==> src/rtl/iso8583_message_unpacker_macros.svh <==
// assertion helpers for the message unpacker
`ifndef ISO8583_MESSAGE_UNPACKER_MACROS_SVH
`define ISO8583_MESSAGE_UNPACKER_MACROS_SVH

// same-cycle implication, checked outside reset
`define IMU_ASSERT_IMPLIES(name, clk, rst, ante, cons) \
   name: assert property (@(posedge clk) disable iff (rst) (ante) |-> (cons)) \
      else $error("unpacker check failed: same-cycle rule");

// next-cycle implication, checked outside reset
`define IMU_ASSERT_NEXT(name, clk, rst, ante, cons) \
   name: assert property (@(posedge clk) disable iff (rst) (ante) |=> (cons)) \
      else $error("unpacker check failed: next-cycle rule");

`endif

==> src/rtl/iso8583u_pkg.sv <==
`timescale 1ns / 1ps
// ---------------------------------------------------------------------------
// iso8583u_pkg
// shared types, codes and helpers of the iso 8583 message unpacker
// ---------------------------------------------------------------------------
package iso8583u_pkg;

   // field types
   localparam logic [2:0] TYPE_ASCII  = 3'd0;
   localparam logic [2:0] TYPE_BCD    = 3'd1;
   localparam logic [2:0] TYPE_BIN    = 3'd2;
   localparam logic [2:0] TYPE_BITMAP = 3'd3;
   localparam logic [2:0] TYPE_MAC    = 3'd4;

   // field formats
   localparam logic [1:0] FMT_FIXED  = 2'd0;
   localparam logic [1:0] FMT_LLVAR  = 2'd1;
   localparam logic [1:0] FMT_LLLVAR = 2'd2;

   // request kinds
   localparam logic REQ_TABLE = 1'b0;
   localparam logic REQ_MSG   = 1'b1;

   // register indexes
   localparam logic [1:0] CSR_BITMAP_FIELD = 2'd0;
   localparam logic [1:0] CSR_MAC_FIELD    = 2'd1;
   localparam logic [1:0] CSR_MAC_ENABLE   = 2'd2;
   localparam logic [1:0] CSR_FIELD_TOTAL  = 2'd3;

   // result kinds
   localparam logic [1:0] KIND_CHAR      = 2'd0;
   localparam logic [1:0] KIND_OK        = 2'd1;
   localparam logic [1:0] KIND_MISMATCH  = 2'd2;
   localparam logic [1:0] KIND_LEN_ERROR = 2'd3;

   localparam logic [7:0] CHAR_ZERO = 8'h30;
   localparam logic [7:0] CHAR_HEX_ALPHA = 8'h37;

   typedef enum logic [2:0] {
      PH_IDLE       = 3'd0,
      PH_HDR_A      = 3'd1,
      PH_HDR_B      = 3'd2,
      PH_HDR_B_STOP = 3'd3,
      PH_DATA       = 3'd4,
      PH_DONE       = 3'd5,
      PH_ERROR      = 3'd6,
      PH_OVER       = 3'd7
   } phase_type;

   typedef enum logic [4:0] {
      ST_READY, ST_BEGIN, ST_SEARCH, ST_LOAD, ST_START, ST_FAIL, ST_DISPATCH,
      ST_HDR_HI, ST_HDR_LO, ST_HDR_END, ST_DATA, ST_HEX1, ST_HEX2, ST_RAW,
      ST_BCD1, ST_BCD2, ST_FIELD_END, ST_LAST
   } state_type;

   typedef enum logic [2:0] {
      EMIT_FAIL, EMIT_HEX_HI, EMIT_HEX_LO, EMIT_RAW, EMIT_BCD_HI, EMIT_BCD_LO,
      EMIT_STATUS
   } emit_sel_type;

   typedef enum logic [1:0] {
      CLS_RAW, CLS_HEX, CLS_BCD
   } cls_type;

   typedef struct packed {
      logic        req_type;
      logic [6:0]  def_index;
      logic        def_present;
      logic [2:0]  def_type;
      logic [1:0]  def_format;
      logic [13:0] def_length;
      logic [7:0]  msg_byte;
      logic        last_byte;
   } req_payload_type;

   typedef struct packed {
      logic [1:0] out_kind;
      logic [6:0] field_number;
      logic [7:0] out_char;
      logic       field_end;
   } rsp_payload_type;

   typedef struct packed {
      logic         table_wr;
      logic         capture;
      logic         msg_start;
      logic         srch_init;
      logic         srch_next;
      logic         srch_step;
      logic         set_cur;
      logic         load_entry;
      logic         start_data;
      logic         hdr_init;
      logic         hdr_nib;
      logic         hdr_lo;
      logic         begin_hdr;
      logic         data_step;
      logic         emit;
      emit_sel_type emit_sel;
      logic         set_phase;
      phase_type    phase_val;
   } cmd_type;

   typedef struct packed {
      phase_type phase;
      logic      req_is_msg;
      logic      slot_free;
      logic      srch_done;
      logic      srch_found;
      logic      start_fail;
      logic      start_hdr;
      logic      hdr_fmt2;
      logic      hdr_stop;
      logic      hdr_bad;
      cls_type   data_cls;
      logic      digits_zero;
      logic      bytes_zero;
      logic      mac_done;
      logic      last;
      logic      error_seen;
   } status_type;

   function automatic logic [7:0] hex_char(input logic [3:0] nib);
      if (nib < 4'd10) begin
         hex_char = CHAR_ZERO + {4'd0, nib};
      end else begin
         hex_char = CHAR_HEX_ALPHA + {4'd0, nib};
      end
   endfunction

endpackage

==> src/rtl/iso8583u_ram.sv <==
`timescale 1ns / 1ps
// ---------------------------------------------------------------------------
// iso8583u_ram
// simple dual-port ram, one write port and one registered read port
// ---------------------------------------------------------------------------
module iso8583u_ram #(
   parameter int WIDTH = 20,
   parameter int DEPTH = 128
) (
   input  logic                     clock,
   input  logic                     wr_en,
   input  logic [$clog2(DEPTH)-1:0] wr_addr,
   input  logic [WIDTH-1:0]         wr_data,
   input  logic [$clog2(DEPTH)-1:0] rd_addr,
   output logic [WIDTH-1:0]         rd_data
);

   logic [WIDTH-1:0] mem_ff [DEPTH];
   logic [WIDTH-1:0] rd_data_ff;

   always_ff @(posedge clock) begin
      if (wr_en) begin
         mem_ff[wr_addr] <= wr_data;
      end
      rd_data_ff <= mem_ff[rd_addr];
   end

   assign rd_data = rd_data_ff;

endmodule

==> src/rtl/iso8583u_dpath.sv <==
`timescale 1ns / 1ps
// ---------------------------------------------------------------------------
// iso8583u_dpath
// field table, parse registers, field search and result register
// ---------------------------------------------------------------------------
module iso8583u_dpath #(
   parameter int MAX_FIELDS = 128,
   parameter int MAX_BITMAP_BYTES = 16
) (
   input  logic                          clock,
   input  logic                          reset,
   input  iso8583u_pkg::req_payload_type req_data,
   input  logic                          csr_write,
   input  logic [1:0]                    csr_index,
   input  logic [7:0]                    csr_wdata,
   input  iso8583u_pkg::cmd_type         cmd,
   output iso8583u_pkg::status_type      status,
   output logic                          rsp_valid,
   input  logic                          rsp_stall,
   output iso8583u_pkg::rsp_payload_type rsp_data
);

   localparam int IW  = $clog2(MAX_FIELDS);
   localparam int PW  = MAX_BITMAP_BYTES * 8;
   localparam int PIW = $clog2(PW);

   // configuration
   logic [6:0] bitmap_field_ff, mac_field_ff;
   logic       mac_enable_ff;
   logic [7:0] field_total_ff;

   // table bookkeeping
   logic [MAX_FIELDS-1:0] valid_ff, valid_in, present_ff, present_in;
   logic [PW-1:0]         presence_ff, presence_in;

   logic [6:0]  cur_field_ff, cur_field_in;
   logic [19:0] cur_entry_ff, cur_entry_in;
   iso8583u_pkg::phase_type phase_ff, phase_in;
   logic [13:0] hv_ff, hv_in, bytes_left_ff, bytes_left_in, digits_left_ff, digits_left_in;
   logic        error_seen_ff, error_seen_in, stop_ff, stop_in;
   logic [7:0]  byte_ff, byte_in;
   logic        last_ff, last_in;
   logic [4:0]  srch_blk_ff, srch_blk_in;
   logic [7:0]  srch_from_ff, srch_from_in;
   logic        rd_valid_ff, rd_valid_in;
   logic        rsp_valid_ff, rsp_valid_in;
   iso8583u_pkg::rsp_payload_type rsp_data_ff, rsp_data_in;

   logic [19:0] new_entry, rd_data;
   logic        table_wr_ok;
   logic [7:0]  total;
   logic [7:0]  hit, cand;
   logic [2:0]  hit_sel;
   logic [6:0]  hit_idx;
   logic        is_bm;
   logic        cur_p;
   logic [2:0]  cur_t;
   logic [1:0]  cur_f;
   logic [13:0] cur_len;
   logic        slot_free;
   logic [3:0]  nib;
   logic [16:0] hv_mul;
   logic [13:0] begin_len;
   logic        begin_bcd;
   logic [14:0] begin_half;
   logic [3:0]  bm_byte;
   logic [13:0] bm_off;

   assign new_entry = {req_data.def_present, req_data.def_type, req_data.def_format,
                       req_data.def_length};
   assign table_wr_ok = cmd.table_wr && ({1'b0, req_data.def_index} < 8'(MAX_FIELDS));

   assign cur_p   = cur_entry_ff[19];
   assign cur_t   = cur_entry_ff[18:16];
   assign cur_f   = cur_entry_ff[15:14];
   assign cur_len = cur_entry_ff[13:0];
   assign is_bm   = cur_field_ff == bitmap_field_ff;
   assign total   = (field_total_ff > 8'(MAX_FIELDS)) ? 8'(MAX_FIELDS) : field_total_ff;
   assign slot_free = !rsp_valid_ff || !rsp_stall;

   // eight candidates of the field search per cycle
   always_comb begin
      logic [7:0] idx8;
      logic [6:0] i7, j7;
      logic       pres, bit_on, brk;
      hit = '0;
      cand = '0;
      for (int s = 0; s < 8; s++) begin
         idx8 = {1'b0, srch_blk_ff[3:0], 3'(s)};
         i7 = idx8[6:0];
         j7 = i7 - 7'd1;
         pres = (idx8 < 8'(MAX_FIELDS)) ? present_ff[i7[IW-1:0]] : 1'b0;
         bit_on = ({1'b0, j7} < 8'(PW)) ? presence_ff[j7[PIW-1:0]] : 1'b0;
         brk = 1'b0;
         if (i7 < bitmap_field_ff) begin
            cand[s] = pres;
         end else if (i7 == bitmap_field_ff) begin
            cand[s] = 1'b1;
         end else begin
            cand[s] = (idx8 < total) && pres && bit_on;
            brk = idx8 >= total;
         end
         hit[s] = (idx8 >= srch_from_ff) && (cand[s] || brk);
      end
      hit_sel = 3'd0;
      for (int s = 7; s >= 0; s--) begin
         if (hit[s]) begin
            hit_sel = 3'(s);
         end
      end
   end

   assign hit_idx = {srch_blk_ff[3:0], hit_sel};

   iso8583u_ram #(.WIDTH(20), .DEPTH(MAX_FIELDS)) u_table (
      .clock   (clock),
      .wr_en   (table_wr_ok),
      .wr_addr (req_data.def_index[IW-1:0]),
      .wr_data (new_entry),
      .rd_addr (hit_idx[IW-1:0]),
      .rd_data (rd_data)
   );

   assign nib = cmd.hdr_lo ? byte_ff[3:0] : byte_ff[7:4];
   assign hv_mul = (17'(hv_ff) << 3) + (17'(hv_ff) << 1) + 17'(nib);
   assign begin_len = cmd.begin_hdr ? hv_ff : cur_len;
   assign begin_bcd = !is_bm && (cur_t == iso8583u_pkg::TYPE_BCD);
   assign begin_half = (15'(begin_len) + 15'd1) >> 1;
   assign bm_off = cur_len - bytes_left_ff;
   assign bm_byte = bm_off[3:0];

   always_comb begin
      valid_in = valid_ff;
      present_in = present_ff;
      presence_in = presence_ff;
      cur_field_in = cur_field_ff;
      cur_entry_in = cur_entry_ff;
      phase_in = phase_ff;
      hv_in = hv_ff;
      bytes_left_in = bytes_left_ff;
      digits_left_in = digits_left_ff;
      error_seen_in = error_seen_ff;
      stop_in = stop_ff;
      byte_in = byte_ff;
      last_in = last_ff;
      srch_blk_in = srch_blk_ff;
      srch_from_in = srch_from_ff;
      rd_valid_in = ({1'b0, hit_idx} < 8'(MAX_FIELDS)) ? valid_ff[hit_idx[IW-1:0]] : 1'b0;
      rsp_valid_in = rsp_valid_ff && rsp_stall;
      rsp_data_in = rsp_data_ff;

      if (table_wr_ok) begin
         valid_in[req_data.def_index[IW-1:0]] = 1'b1;
         present_in[req_data.def_index[IW-1:0]] = req_data.def_present;
         if (req_data.def_index == cur_field_ff) begin
            cur_entry_in = new_entry;
         end
      end
      if (cmd.capture) begin
         byte_in = req_data.msg_byte;
         last_in = req_data.last_byte;
      end
      if (cmd.msg_start) begin
         presence_in = '0;
         error_seen_in = 1'b0;
      end
      if (cmd.srch_init) begin
         srch_from_in = cmd.srch_next ? ({1'b0, cur_field_ff} + 8'd1) : 8'd0;
         srch_blk_in = srch_from_in[7:3];
      end
      if (cmd.srch_step) begin
         srch_blk_in = srch_blk_ff + 5'd1;
      end
      if (cmd.set_cur) begin
         cur_field_in = hit_idx;
         hv_in = '0;
      end
      if (cmd.load_entry) begin
         cur_entry_in = rd_valid_ff ? rd_data : '0;
      end
      if (cmd.start_data || cmd.begin_hdr) begin
         phase_in = iso8583u_pkg::PH_DATA;
         if (begin_bcd) begin
            digits_left_in = begin_len;
            bytes_left_in = begin_half[13:0];
         end else begin
            digits_left_in = '0;
            bytes_left_in = begin_len;
         end
      end
      if (cmd.hdr_init) begin
         stop_in = phase_ff == iso8583u_pkg::PH_HDR_B_STOP;
      end
      if (cmd.hdr_nib && !stop_ff) begin
         if (nib > 4'd9) begin
            stop_in = 1'b1;
         end else begin
            hv_in = hv_mul[13:0];
         end
      end
      if (cmd.data_step) begin
         bytes_left_in = bytes_left_ff - 14'd1;
         if (is_bm) begin
            for (int p = 0; p < PW; p++) begin
               if (bm_byte == 4'(p >> 3) && byte_ff[7 - (p & 7)]) begin
                  presence_in[p] = 1'b1;
               end
            end
         end
      end
      if (cmd.set_phase) begin
         phase_in = cmd.phase_val;
      end
      if (cmd.emit) begin
         rsp_valid_in = 1'b1;
         rsp_data_in.out_kind = iso8583u_pkg::KIND_CHAR;
         rsp_data_in.field_number = cur_field_ff;
         rsp_data_in.out_char = '0;
         rsp_data_in.field_end = 1'b0;
         unique case (cmd.emit_sel)
            iso8583u_pkg::EMIT_FAIL: begin
               rsp_data_in.out_kind = iso8583u_pkg::KIND_LEN_ERROR;
               error_seen_in = 1'b1;
            end
            iso8583u_pkg::EMIT_HEX_HI: begin
               rsp_data_in.out_char = iso8583u_pkg::hex_char(byte_ff[7:4]);
            end
            iso8583u_pkg::EMIT_HEX_LO: begin
               rsp_data_in.out_char = iso8583u_pkg::hex_char(byte_ff[3:0]);
               rsp_data_in.field_end = bytes_left_ff == '0;
            end
            iso8583u_pkg::EMIT_RAW: begin
               rsp_data_in.out_char = byte_ff;
               rsp_data_in.field_end = bytes_left_ff == '0;
            end
            iso8583u_pkg::EMIT_BCD_HI, iso8583u_pkg::EMIT_BCD_LO: begin
               rsp_data_in.out_char = iso8583u_pkg::CHAR_ZERO + {4'd0,
                  (cmd.emit_sel == iso8583u_pkg::EMIT_BCD_HI) ? byte_ff[7:4] : byte_ff[3:0]};
               rsp_data_in.field_end = digits_left_ff == 14'd1;
               digits_left_in = digits_left_ff - 14'd1;
            end
            iso8583u_pkg::EMIT_STATUS: begin
               rsp_data_in.out_kind = (phase_ff == iso8583u_pkg::PH_DONE) ?
                  iso8583u_pkg::KIND_OK : iso8583u_pkg::KIND_MISMATCH;
               rsp_data_in.field_number = '0;
            end
            default: begin
               rsp_data_in.out_kind = iso8583u_pkg::KIND_LEN_ERROR;
            end
         endcase
      end
   end

   always_ff @(posedge clock) begin
      if (reset) begin
         bitmap_field_ff <= 7'd1;
         mac_field_ff <= 7'd64;
         mac_enable_ff <= 1'b0;
         field_total_ff <= 8'd128;
      end else if (csr_write) begin
         unique case (csr_index)
            iso8583u_pkg::CSR_BITMAP_FIELD: bitmap_field_ff <= csr_wdata[6:0];
            iso8583u_pkg::CSR_MAC_FIELD:    mac_field_ff <= csr_wdata[6:0];
            iso8583u_pkg::CSR_MAC_ENABLE:   mac_enable_ff <= csr_wdata[0];
            iso8583u_pkg::CSR_FIELD_TOTAL:  field_total_ff <= csr_wdata;
            default:                        mac_enable_ff <= mac_enable_ff;
         endcase
      end
   end

   always_ff @(posedge clock) begin
      if (reset) begin
         valid_ff <= '0;
         present_ff <= '0;
         presence_ff <= '0;
         cur_field_ff <= '0;
         cur_entry_ff <= '0;
         phase_ff <= iso8583u_pkg::PH_IDLE;
         hv_ff <= '0;
         bytes_left_ff <= '0;
         digits_left_ff <= '0;
         error_seen_ff <= 1'b0;
         stop_ff <= 1'b0;
         last_ff <= 1'b0;
         srch_blk_ff <= '0;
         srch_from_ff <= '0;
         rd_valid_ff <= 1'b0;
         rsp_valid_ff <= 1'b0;
      end else begin
         valid_ff <= valid_in;
         present_ff <= present_in;
         presence_ff <= presence_in;
         cur_field_ff <= cur_field_in;
         cur_entry_ff <= cur_entry_in;
         phase_ff <= phase_in;
         hv_ff <= hv_in;
         bytes_left_ff <= bytes_left_in;
         digits_left_ff <= digits_left_in;
         error_seen_ff <= error_seen_in;
         stop_ff <= stop_in;
         last_ff <= last_in;
         srch_blk_ff <= srch_blk_in;
         srch_from_ff <= srch_from_in;
         rd_valid_ff <= rd_valid_in;
         rsp_valid_ff <= rsp_valid_in;
      end
   end

   always_ff @(posedge clock) begin
      byte_ff <= byte_in;
      rsp_data_ff <= rsp_data_in;
   end

   always_comb begin
      status.phase = phase_ff;
      status.req_is_msg = req_data.req_type == iso8583u_pkg::REQ_MSG;
      status.slot_free = slot_free;
      status.srch_done = (|hit) || (srch_blk_ff[3:0] == 4'd15) || srch_blk_ff[4];
      status.srch_found = (|hit) && cand[hit_sel];
      if (is_bm) begin
         status.start_fail = !cur_p || (cur_f != iso8583u_pkg::FMT_FIXED) || (cur_len == '0)
                             || (cur_len > 14'(MAX_BITMAP_BYTES));
      end else begin
         status.start_fail = (cur_t > iso8583u_pkg::TYPE_MAC)
                             || (cur_f > iso8583u_pkg::FMT_LLLVAR)
                             || ((cur_f == iso8583u_pkg::FMT_FIXED) && (cur_len == '0));
      end
      status.start_hdr = !is_bm && (cur_f != iso8583u_pkg::FMT_FIXED);
      status.hdr_fmt2 = cur_f == iso8583u_pkg::FMT_LLLVAR;
      status.hdr_stop = stop_ff;
      status.hdr_bad = (hv_ff == '0) || (hv_ff > cur_len);
      if (is_bm) begin
         status.data_cls = iso8583u_pkg::CLS_RAW;
      end else if (cur_t == iso8583u_pkg::TYPE_BIN || cur_t == iso8583u_pkg::TYPE_MAC) begin
         status.data_cls = iso8583u_pkg::CLS_HEX;
      end else if (cur_t == iso8583u_pkg::TYPE_BCD) begin
         status.data_cls = iso8583u_pkg::CLS_BCD;
      end else begin
         status.data_cls = iso8583u_pkg::CLS_RAW;
      end
      status.digits_zero = digits_left_ff == '0;
      status.bytes_zero = bytes_left_ff == '0;
      status.mac_done = mac_enable_ff && (cur_field_ff == mac_field_ff)
                        && (cur_field_ff > bitmap_field_ff);
      status.last = last_ff;
      status.error_seen = error_seen_ff;
   end

   assign rsp_valid = rsp_valid_ff;
   assign rsp_data = rsp_data_ff;

endmodule

==> src/rtl/iso8583u_ctrl.sv <==
`timescale 1ns / 1ps
// ---------------------------------------------------------------------------
// iso8583u_ctrl
// sequencer for one request: search, field start, header, data and status
// ---------------------------------------------------------------------------
module iso8583u_ctrl (
   input  logic                     clock,
   input  logic                     reset,
   input  logic                     req_valid,
   output logic                     req_stall,
   input  iso8583u_pkg::status_type status,
   output iso8583u_pkg::cmd_type    cmd
);

   iso8583u_pkg::state_type state_ff, state_in;
   logic from_start_ff, from_start_in;

   always_ff @(posedge clock) begin
      if (reset) begin
         state_ff <= iso8583u_pkg::ST_READY;
         from_start_ff <= 1'b0;
      end else begin
         state_ff <= state_in;
         from_start_ff <= from_start_in;
      end
   end

   always_comb begin
      cmd = '0;
      state_in = state_ff;
      from_start_in = from_start_ff;
      req_stall = state_ff != iso8583u_pkg::ST_READY;
      unique case (state_ff)
         iso8583u_pkg::ST_READY: begin
            if (req_valid) begin
               if (status.req_is_msg) begin
                  cmd.capture = 1'b1;
                  state_in = iso8583u_pkg::ST_BEGIN;
               end else begin
                  cmd.table_wr = 1'b1;
               end
            end
         end
         iso8583u_pkg::ST_BEGIN: begin
            if (status.phase == iso8583u_pkg::PH_IDLE) begin
               cmd.msg_start = 1'b1;
               cmd.srch_init = 1'b1;
               from_start_in = 1'b1;
               state_in = iso8583u_pkg::ST_SEARCH;
            end else begin
               state_in = iso8583u_pkg::ST_DISPATCH;
            end
         end
         iso8583u_pkg::ST_SEARCH: begin
            cmd.srch_step = 1'b1;
            if (status.srch_done) begin
               if (status.srch_found) begin
                  cmd.set_cur = 1'b1;
                  state_in = iso8583u_pkg::ST_LOAD;
               end else begin
                  cmd.set_phase = 1'b1;
                  cmd.phase_val = iso8583u_pkg::PH_DONE;
                  state_in = from_start_ff ? iso8583u_pkg::ST_DISPATCH : iso8583u_pkg::ST_LAST;
               end
            end
         end
         iso8583u_pkg::ST_LOAD: begin
            cmd.load_entry = 1'b1;
            state_in = iso8583u_pkg::ST_START;
         end
         iso8583u_pkg::ST_START: begin
            if (status.start_fail) begin
               state_in = iso8583u_pkg::ST_FAIL;
            end else begin
               if (status.start_hdr) begin
                  cmd.set_phase = 1'b1;
                  cmd.phase_val = iso8583u_pkg::PH_HDR_A;
               end else begin
                  cmd.start_data = 1'b1;
               end
               state_in = from_start_ff ? iso8583u_pkg::ST_DISPATCH : iso8583u_pkg::ST_LAST;
            end
         end
         iso8583u_pkg::ST_FAIL: begin
            if (status.slot_free) begin
               cmd.emit = 1'b1;
               cmd.emit_sel = iso8583u_pkg::EMIT_FAIL;
               cmd.set_phase = 1'b1;
               cmd.phase_val = iso8583u_pkg::PH_ERROR;
               state_in = iso8583u_pkg::ST_LAST;
            end
         end
         iso8583u_pkg::ST_DISPATCH: begin
            unique case (status.phase)
               iso8583u_pkg::PH_HDR_A, iso8583u_pkg::PH_HDR_B,
               iso8583u_pkg::PH_HDR_B_STOP: begin
                  cmd.hdr_init = 1'b1;
                  state_in = iso8583u_pkg::ST_HDR_HI;
               end
               iso8583u_pkg::PH_DATA: state_in = iso8583u_pkg::ST_DATA;
               iso8583u_pkg::PH_DONE: begin
                  cmd.set_phase = 1'b1;
                  cmd.phase_val = iso8583u_pkg::PH_OVER;
                  state_in = iso8583u_pkg::ST_LAST;
               end
               default: state_in = iso8583u_pkg::ST_LAST;
            endcase
         end
         iso8583u_pkg::ST_HDR_HI: begin
            cmd.hdr_nib = 1'b1;
            state_in = iso8583u_pkg::ST_HDR_LO;
         end
         iso8583u_pkg::ST_HDR_LO: begin
            cmd.hdr_nib = 1'b1;
            cmd.hdr_lo = 1'b1;
            state_in = iso8583u_pkg::ST_HDR_END;
         end
         iso8583u_pkg::ST_HDR_END: begin
            if (status.phase == iso8583u_pkg::PH_HDR_A && status.hdr_fmt2) begin
               cmd.set_phase = 1'b1;
               cmd.phase_val = status.hdr_stop ? iso8583u_pkg::PH_HDR_B_STOP
                                               : iso8583u_pkg::PH_HDR_B;
               state_in = iso8583u_pkg::ST_LAST;
            end else if (status.hdr_bad) begin
               state_in = iso8583u_pkg::ST_FAIL;
            end else begin
               cmd.begin_hdr = 1'b1;
               state_in = iso8583u_pkg::ST_LAST;
            end
         end
         iso8583u_pkg::ST_DATA: begin
            cmd.data_step = 1'b1;
            unique case (status.data_cls)
               iso8583u_pkg::CLS_HEX: state_in = iso8583u_pkg::ST_HEX1;
               iso8583u_pkg::CLS_BCD: state_in = iso8583u_pkg::ST_BCD1;
               default:               state_in = iso8583u_pkg::ST_RAW;
            endcase
         end
         iso8583u_pkg::ST_HEX1: begin
            if (status.slot_free) begin
               cmd.emit = 1'b1;
               cmd.emit_sel = iso8583u_pkg::EMIT_HEX_HI;
               state_in = iso8583u_pkg::ST_HEX2;
            end
         end
         iso8583u_pkg::ST_HEX2: begin
            if (status.slot_free) begin
               cmd.emit = 1'b1;
               cmd.emit_sel = iso8583u_pkg::EMIT_HEX_LO;
               state_in = iso8583u_pkg::ST_FIELD_END;
            end
         end
         iso8583u_pkg::ST_RAW: begin
            if (status.slot_free) begin
               cmd.emit = 1'b1;
               cmd.emit_sel = iso8583u_pkg::EMIT_RAW;
               state_in = iso8583u_pkg::ST_FIELD_END;
            end
         end
         iso8583u_pkg::ST_BCD1: begin
            if (status.digits_zero) begin
               state_in = iso8583u_pkg::ST_BCD2;
            end else if (status.slot_free) begin
               cmd.emit = 1'b1;
               cmd.emit_sel = iso8583u_pkg::EMIT_BCD_HI;
               state_in = iso8583u_pkg::ST_BCD2;
            end
         end
         iso8583u_pkg::ST_BCD2: begin
            if (status.digits_zero) begin
               state_in = iso8583u_pkg::ST_FIELD_END;
            end else if (status.slot_free) begin
               cmd.emit = 1'b1;
               cmd.emit_sel = iso8583u_pkg::EMIT_BCD_LO;
               state_in = iso8583u_pkg::ST_FIELD_END;
            end
         end
         iso8583u_pkg::ST_FIELD_END: begin
            if (!status.bytes_zero) begin
               state_in = iso8583u_pkg::ST_LAST;
            end else if (status.mac_done) begin
               cmd.set_phase = 1'b1;
               cmd.phase_val = iso8583u_pkg::PH_DONE;
               state_in = iso8583u_pkg::ST_LAST;
            end else begin
               cmd.srch_init = 1'b1;
               cmd.srch_next = 1'b1;
               from_start_in = 1'b0;
               state_in = iso8583u_pkg::ST_SEARCH;
            end
         end
         iso8583u_pkg::ST_LAST: begin
            if (!status.last) begin
               state_in = iso8583u_pkg::ST_READY;
            end else if (status.error_seen) begin
               cmd.set_phase = 1'b1;
               cmd.phase_val = iso8583u_pkg::PH_IDLE;
               state_in = iso8583u_pkg::ST_READY;
            end else if (status.slot_free) begin
               cmd.emit = 1'b1;
               cmd.emit_sel = iso8583u_pkg::EMIT_STATUS;
               cmd.set_phase = 1'b1;
               cmd.phase_val = iso8583u_pkg::PH_IDLE;
               state_in = iso8583u_pkg::ST_READY;
            end
         end
         default: state_in = iso8583u_pkg::ST_READY;
      endcase
   end

endmodule

==> src/rtl/iso8583_message_unpacker.sv <==
`timescale 1ns / 1ps
// ---------------------------------------------------------------------------
// iso8583_message_unpacker
// parses iso 8583 style messages byte by byte against a loaded field table
// ---------------------------------------------------------------------------
// channel   direction  handshake            payload
// req       in         req_valid/req_stall  req_payload_type (table write or byte)
// rsp       out        rsp_valid/rsp_stall  rsp_payload_type (character or status)
// csr       in         csr_write            csr_index, csr_wdata
//
// a table write does not stall the request channel; a message byte holds
// req_stall until the sequencer returns to ready, and each result waits while the result register is full
// moving to the next field adds a search (8 indexes per
// cycle over the presence and defined bits) plus a registered table read
// synchronous reset clears the table valid bits, parse state and registers
// a stalled result holds the sequencer only where it must emit the next one
// ---------------------------------------------------------------------------
`include "iso8583_message_unpacker_macros.svh"

module iso8583_message_unpacker #(
   parameter int MAX_FIELDS = 128,
   parameter int MAX_BITMAP_BYTES = 16
) (
   input  logic                          clock,
   input  logic                          reset,
   input  logic                          req_valid,
   output logic                          req_stall,
   input  iso8583u_pkg::req_payload_type req_data,
   output logic                          rsp_valid,
   input  logic                          rsp_stall,
   output iso8583u_pkg::rsp_payload_type rsp_data,
   input  logic                          csr_write,
   input  logic [1:0]                    csr_index,
   input  logic [7:0]                    csr_wdata
);

   // command and status between sequencer and datapath
   iso8583u_pkg::cmd_type    cmd;
   iso8583u_pkg::status_type status;

   // sequencer: one request at a time
   iso8583u_ctrl u_ctrl (
      .clock     (clock),
      .reset     (reset),
      .req_valid (req_valid),
      .req_stall (req_stall),
      .status    (status),
      .cmd       (cmd)
   );

   // datapath: table, parse registers, search and result register
   iso8583u_dpath #(
      .MAX_FIELDS       (MAX_FIELDS),
      .MAX_BITMAP_BYTES (MAX_BITMAP_BYTES)
   ) u_dpath (
      .clock     (clock),
      .reset     (reset),
      .req_data  (req_data),
      .csr_write (csr_write),
      .csr_index (csr_index),
      .csr_wdata (csr_wdata),
      .cmd       (cmd),
      .status    (status),
      .rsp_valid (rsp_valid),
      .rsp_stall (rsp_stall),
      .rsp_data  (rsp_data)
   );

   // a result is only loaded when the result register can take it
   `IMU_ASSERT_IMPLIES(a_emit_slot_free, clock, reset, cmd.emit, status.slot_free)
   // an accepted byte keeps the input side busy
   `IMU_ASSERT_NEXT(a_busy_after_byte, clock, reset, cmd.capture, req_stall)
   // entry load always follows a search hit
   `IMU_ASSERT_IMPLIES(a_load_after_hit, clock, reset, cmd.load_entry, $past(cmd.set_cur))

endmodule

==> config.mk <==
export PLATFORM = sky130hd
export DESIGN_NAME = iso8583_message_unpacker
export DESIGN_NICKNAME = d
export VERILOG_FILES = /design/src/rtl/iso8583u_pkg.sv /design/src/rtl/iso8583u_ram.sv /design/src/rtl/iso8583u_dpath.sv /design/src/rtl/iso8583u_ctrl.sv /design/src/rtl/iso8583_message_unpacker.sv
export VERILOG_INCLUDE_DIRS = /design/src /design/src/rtl
export SDC_FILE = /design/constraint.sdc
export NUM_CORES = 2
export LEC_CHECK = 0
export BUFFER_PORTS_ARGS = -buffer_cell sky130_fd_sc_hd__clkbuf_2
export CAP_MARGIN = 10
export CORE_MARGIN = 10
export CORE_UTILIZATION = 45
export DETAILED_ROUTE_END_ITERATION = 10
export GPL_ROUTABILITY_DRIVEN = 0
export SETUP_SLACK_MARGIN = 0.1
export SKIP_LAST_GASP = 1
export SLEW_MARGIN = 25
export SYNTH_ARGS = -nofsm -noshare
export SYNTH_HDL_FRONTEND = slang
export SYNTH_SLANG_ARGS = --single-unit
==> constraint.sdc <==
create_clock -name clock -period 5.19 [get_ports clock]
set_clock_uncertainty 0.15 [all_clocks]
set_input_delay 1.2975 -clock clock [delete_from_list [all_inputs] [get_ports clock]]
set_output_delay 1.2975 -clock clock [all_outputs]
set_load 0.05 [all_outputs]
; Word-level counts from Yosys, hierarchy flattened
; Memory sizes are Yosys's and may differ from the RTL's. A register that Yosys moved wholly into a read port is not among the register bits.
; Cells that the tools add are included.
[totals]
register_bits = 529
latch_bits = 0
ram_bits = 2560
mem_bits_ro = 0
input_bits = 52
out_inout_bits = 20
word_cells = 731
n_memories = 1
[mem_list]
columns = name, words, width, read_ports, rd_ports_with_merged_regs, wr, line
row1 = u_dpath.u_table.mem_ff, 128, 20, 1, 1, 1, iso8583u_ram.sv:18  ; logic [WIDTH-1:0] mem_ff [DEPTH];
[op_classes]
n_addsub = 21
mul = 0
n_div = 0
magnitude_cmp = 61
eq_ne = 75
n_shift = 0
muxes = 327
bitwise = 1
n_reduce_logical = 218
[ops]
columns = cell, count
row1 = two-way mux 128 bit, 3
row2 = two-way mux 1 bit, 211
row3 = logical AND 1 bit, 162
row4 = two-way mux 14 bit, 11
row5 = "< comparator 7 x 8 -> 1 bit, second input constant", 18
row6 = bitwise mux 128 bit, 1
row7 = >= comparator 7 x 8 -> 1 bit, 16
row8 = bitwise OR 128 bit, 1
row9 = two-way mux 5 bit, 21
row10 = one-hot mux 5 bit (17 select lines), 1
row11 = two-way mux 20 bit, 4
row12 = equality test 7 bit, 11
row13 = two-way mux 4 bit, 19
row14 = < comparator 7 x 8 -> 1 bit, 8
row15 = binary-select mux 1 bit (select 7 bit), 9
row16 = zero test 14 bit, 4
row17 = < comparator 7 bit, 8
row18 = two-way mux 8 bit, 7
row19 = one-hot mux 4 bit (7 select lines), 2
row20 = "subtractor 7 x 1 -> 7 bit, second input constant", 8
row21 = "equality test 5 x 4 -> 1 bit, second input constant", 8
row22 = "equality test 4 bit, second input constant", 9
row23 = "adder 6 x 4 -> 7 bit, first input constant", 5
row24 = two-way mux 3 bit, 11
row25 = 58 further kinds, 145

; Logic depth before layout (Yosys ltp)
[depth]
depth_word = 26
ltp_mapped = 29
mapped_depth_nobuf = 21

; By module
; Synthesis repeated with hierarchy kept, for this count alone.
[unflattened]
cells_unflattened = 7194
area_unflattened_um2 = 125756.9
[modules_own_cells]
columns = mod, instances, cells_per_inst, area_each_um2, seq_area_each_um2
row1 = iso8583u_ram, 1, 3811, 97960.2, 77274.1
row2 = iso8583u_dpath, 1, 3210, 26610.5, 10730.3
row3 = iso8583u_ctrl, 1, 173, 1186.1, 120.1

; Least setup slack after synthesis
; No wires, ideal clock.
[synth_timing]
kind = flip-flop to flip-flop
startpoint = reg u_dpath.srch_blk_ff[1]
endpoint = reg u_dpath.u_table.rd_data_ff[7] (netlist: u_dpath.u_table.rd_data[7]), read port of u_dpath.u_table.mem_ff
setup_ps = 134
arrival_time_ps = 5191
path_slack_ps = -285
path_stages_with_launch = 26
path_buffers = 10
cell_sequence = dfxtp_1 -> buf_6 -> buf_12 -> buf_8 -> buf_6 -> inv_1 -> clkbuf_1 -> clkbuf_1 -> buf_1 -> ha_1 -> mux4_2 -> mux2i_1 -> mux2_2 -> a21boi_2 -> o21a_1 -> a311o_1 -> buf_4 -> a21bo_4 -> buf_6 -> buf_8 -> mux2i_1 -> o22ai_1 -> or4_1 -> o21ai_0 -> a21oi_1 -> or4_1
[synth_between]
elab_chain_cells = 16
[synth_lines]
columns = item, line
row1 = from (decl), iso8583u_dpath.sv:43  ; logic [4:0] srch_blk_ff, srch_blk_in;
row2 = from (signal assigned), iso8583u_dpath.sv:302  ; srch_blk_ff <= srch_blk_in;
row3 = subtractor 7 x 1 -> 7 bit / binary-select mux 1 bit (select 4 bit) (equally long branches), "iso8583u_dpath.sv:91, iso8583u_dpath.sv:92"
row4 = binary-select mux 1 bit (select 7 bit) / two-way mux 1 bit (equally long branches), "iso8583u_dpath.sv:93, iso8583u_dpath.sv:92"
row5 = two-way mux 1 bit (not written as such) / logical AND 1 bit (equally long branches), "iso8583u_dpath.sv:93, iso8583u_dpath.sv:100"
row6 = logical AND 1 bit, iso8583u_dpath.sv:100  ; cand[s] = (idx8 < total) && pres && bit_on;
row7 = two-way mux 1 bit, iso8583u_dpath.sv:97  ; end else if (i7 == bitmap_field_ff) begin
row8 = two-way mux 1 bit, iso8583u_dpath.sv:95  ; if (i7 < bitmap_field_ff) begin
row9 = logical OR 1 bit, iso8583u_dpath.sv:103  ; hit[s] = (idx8 >= srch_from_ff) && (cand[s] || brk);
row10 = logical AND 1 bit, iso8583u_dpath.sv:103
row11 = two-way mux 3 bit (8 in series), iso8583u_dpath.sv:107  ; if (hit[s]) begin
row12 = to (decl), iso8583u_ram.sv:19  ; logic [WIDTH-1:0] rd_data_ff;
; Parallel ways exist; a longest one is shown, timed or not. The select of a mux whose other input is x is not followed.
; A chain may end at the register's enable or synchronous reset.

; Worst setup path after layout
[layout_timing]
startpoint = reg u_dpath.srch_blk_ff[0]
endpoint = reg u_dpath.u_table.rd_data_ff[4] (netlist: u_dpath.u_table.rd_data[4]), read port of u_dpath.u_table.mem_ff
; The elaborated chain is that of the path after synthesis.

==> results.toml <==
[placement]
place.port_buffers = 71
dp_hpwl_um = 268000

[detailed_routing]
wl_um = 430000
drt_initial_violations = 12500
post_drt_via_cell_ratio = 6.05
remaining_drc_errors = 0
wl_per_cell_um = 29.1
antenna_left = 0
dr_total_vias = 89300
drt-pass1-iter-count = 6

[status]
run_status = "finished, violations left"
violations_in_the_final_reports = "setup timing"

[timing]
finalHoldViolations = 0
fin_crit_sh_pct = 101
report.final.setup_viol = 1
max_fclk_mhz = 192
max_slew.worst_pin.slew_ps = 1160
worst_hold_slack_ps = 318
timing.final.max_slew_violations = 0
summed_negative_setup_slack_over_all_endpoints_ps = -30.9
final.min_clock_period_ps = 5220
rsz_0062_raised_after_global_routing = "yes"
setup_ws_ps = -30.9
timing.max_slew.rel_slack_pct = 23.0

[power]
leakage_nw = 52.9
worst_ir_drop_vdd_v = 0.000313
power-per-cell-area_nw_per_um2 = 531

[layout]
post_route_cells_drive_above_1_share_pct = 18.4
multi_input_area_um2 = 37300
most_frequent_cells_in_the_layout = "sky130_fd_sc_hd__edfxtp_1, sky130_fd_sc_hd__nand2_1, sky130_fd_sc_hd__buf_4"
filler_cell_count = 23100
syn_to_final_growth_pct = 18.9
mostFrequentLayoutCell = "sky130_fd_sc_hd__edfxtp_1"
num-nets-final = 10900
seqCellArea_um2 = 88100

[critical_path]
worst-r2r-setup-slack_ps = -30
worst_r2r_endpoint = "u_dpath.u_table.rd_data[4]"
critPathKind = "reg2reg"
r2r.worst_path.cells = 18
setup.worst_path.end_class = "flip-flop"
worstPathRequired_ps = 5860
worstReg2RegStart = "u_dpath.srch_blk_ff[0]"
worstSetupStartpointType = "flip-flop"
critical_path.max_fanout = 18
cp.arrival_ps = 5890

[worst_hold_path]
worstHoldStart = "u_dpath.field_total_ff[5]"
min_path_cells = 2
hold_path.class = "reg2reg"
endpoint_worst_hold = "u_dpath.field_total_ff[5]"

[logic_synthesis]
post_synth_main_area_contributors = "sky130_fd_sc_hd__edfxtp_1, sky130_fd_sc_hd__dfxtp_1, sky130_fd_sc_hd__nand2_1, sky130_fd_sc_hd__mux2i_1, sky130_fd_sc_hd__nand3_1"
ys_warn_count = 0
synth_cell_type_count = 93
synth_area_leader_cell = "sky130_fd_sc_hd__edfxtp_1"
syn_area_per_cell_um2 = 12.7
post_synthesis_net_count = 10100
netlist_instances = 10000
async_reset_ff_share_pct = 0
postSynthRegisterBits = 3109
netlist_area_um2 = 128000
synth.yosys.seq_area_share_pct = 69.1
synth_largest_type_area_fraction_pct = 60.9
synth-edff-count = 2586
yosys_most_used_dff = "sky130_fd_sc_hd__edfxtp_1"

[floorplan]
placeable_core_region_um2 = 282000
num_io_pins = 72
rows = 195
die_height_um = 552
die-width_um = 552
start_util_pct = 45.2
die_area_um2 = 305000

[clock_tree]
cts_buffer_depth = 4
cts_hold_buf = 0
tritoncts_buffers = 330
cts_tree = "done"
h-tree-depth = 5
clk_latency_ps = 950
clock_sinks = 3109
cts.root.buffer_cell = "sky130_fd_sc_hd__clkbuf_16"
path_clk_slew_ps = 60

[job]
maxCapViolCount = 0

[global_route]
grt_usage_pct = 26.5
grt_pass1_wl_um = 606000
antenna_found_initial = 29
grt_max_degree = 125
grt_remaining_overflow = 0
via_count_of_the_first_global_routing_pass = 85200
==> cells in the mapped netlist, drive strengths merged (115+ instances only) <==
cell type  count
a311oi       123
o21ai        238
dfxtp        523
a22oi        153
nand4        115
mux2i        602
edfxtp      2586
nand3        596
clkbuf       293
a21oi        359
nor2         771
a31oi        133
buf          372
nand2       1973
==> cells by family (layout without fill, tap and decap cells) <==
kind of cell / Yosys count / after routing / share of synthesized area (%)
AND/OR/NAND/NOR: 3864 / 3865 / 13.0
adder cells (fa/ha/maj): 74 / 74 / 0.744
XOR/XNOR: 48 / 48 / 0.330
flip-flops: 3109 / 3109 / 69.1
AO/OA/AOI/OAI: 1445 / 1445 / 7.52
buffers and inverters: 741 / 1759 / 2.79
multiplexers: 722 / 722 / 6.52
other: 0 / 12 / 0
==> power by group <==
| group | switching, mW | internal (mW) |
|---|---|---|
| sequential | 0.336 | 27.2 |
| clock | 10.0 | 13.6 |
| combinational | 17.6 | 11.8 |
| total | 28.0 | 52.6 |
==> routing by layer <==
metal  up-vias  part of all wire, %  track usage (%)
li1      38700                    -                -
met5         -                0.029                0
met1     44800                   39             36.0
met4        12                  4.8             11.4
met2      4940                   46             41.9
met3       860                   10             5.00
==> final cells by class <==
class | instances | area share, %
Sequential cell | 3109 | 58.1
Timing Repair Buffer | 1077 | 6.83
Inverter | 76 | 0.190
Multi-Input combinational cell | 6154 | 24.6
Clock inverter | 182 | 1.19
Antenna cell | 12 | 0.0198
Clock buffer | 424 | 5.93
Tap cell | 3743 | 3.09
==> worst max-delay path by stage <==
stage                                          from                     endpoint  slack [ps]  depth (start not counted)
after global routing         u_dpath.srch_blk_ff[2]  u_dpath.u_table.rd_data[15]         -30                         23
final                        u_dpath.srch_blk_ff[0]   u_dpath.u_table.rd_data[4]         -30                         18
after global placement       u_dpath.srch_blk_ff[1]  u_dpath.u_table.rd_data[13]        -990                         17
after CTS                 u_dpath.field_total_ff[7]   u_dpath.u_table.rd_data[4]          40                         20
after floorplan              u_dpath.srch_blk_ff[1]   u_dpath.u_table.rd_data[7]         110                         25
after detailed placement  u_dpath.field_total_ff[7]  u_dpath.u_table.rd_data[11]        -710                         19
==> timing repair <==
item / 4_1_cts / 5_1_grt
pin swaps: 18 / 61
gates cloned: 1 / 22
resized for setup: 76 / 193
setup endpoints to repair: 23 / 49
setup buffers: 30 / 62
==> stage by stage <==
stage / worst slack, ps / util, % / power (mW) / area, um2 / cells
6_report: -30.9 / 53.7 / 80.6 / 152000 / 14800
5_1_grt: -33.7 / 53.7 / 83.3 / 152000 / 14800
4_1_cts: 39.1 / 53.0 / 78.9 / 150000 / 14700
3_5_place_dp: -712 / 48.9 / 54.8 / 138000 / 14000
3_3_place_gp: -987 / 48.9 / 54.6 / 138000 / 14000
2_1_floorplan: 109 / - / 42.6 / 128000 / 10000
==> flip-flops by register name, summed over array words and instances, names as in the netlist, 3 cells and up <==
register                 flops
u_ctrl.state_ff              5
u_dpath.bitmap_field_ff      7
u_dpath.byte_ff              8
u_dpath.bytes_left_ff       14
u_dpath.cur_entry_ff        20
u_dpath.cur_field_ff         7
u_dpath.digits_left_ff      14
u_dpath.field_total_ff       8
u_dpath.hv_ff               14
u_dpath.mac_field_ff         7
u_dpath.phase_ff             3
u_dpath.presence_ff        128
u_dpath.present_ff         128
u_dpath.rsp_data            18
u_dpath.srch_blk_ff          5
u_dpath.srch_from_ff         8
u_dpath.u_table.mem_ff    2560
u_dpath.u_table.rd_data     20
u_dpath.valid_ff           128
==> critical path, cell delays in order (launching register included) <==
cell and delay (ps):
sky130_fd_sc_hd__dfxtp_4 480, sky130_fd_sc_hd__clkbuf_16 230, sky130_fd_sc_hd__mux4_2 540, sky130_fd_sc_hd__o22ai_1 200
sky130_fd_sc_hd__buf_4 200, sky130_fd_sc_hd__o22ai_1 150, sky130_fd_sc_hd__o221ai_2 220, sky130_fd_sc_hd__a31oi_1 100
sky130_fd_sc_hd__a221oi_2 310, sky130_fd_sc_hd__or2_4 210, sky130_fd_sc_hd__buf_12 190, sky130_fd_sc_hd__buf_4 180
sky130_fd_sc_hd__buf_12 180, sky130_fd_sc_hd__buf_4 180, sky130_fd_sc_hd__mux2i_1 100, sky130_fd_sc_hd__mux4_2 470
sky130_fd_sc_hd__a22oi_2 190, sky130_fd_sc_hd__nand4_1 490, sky130_fd_sc_hd__nand3_1 280
Note: power is estimated with default switching activity, not from simulation.
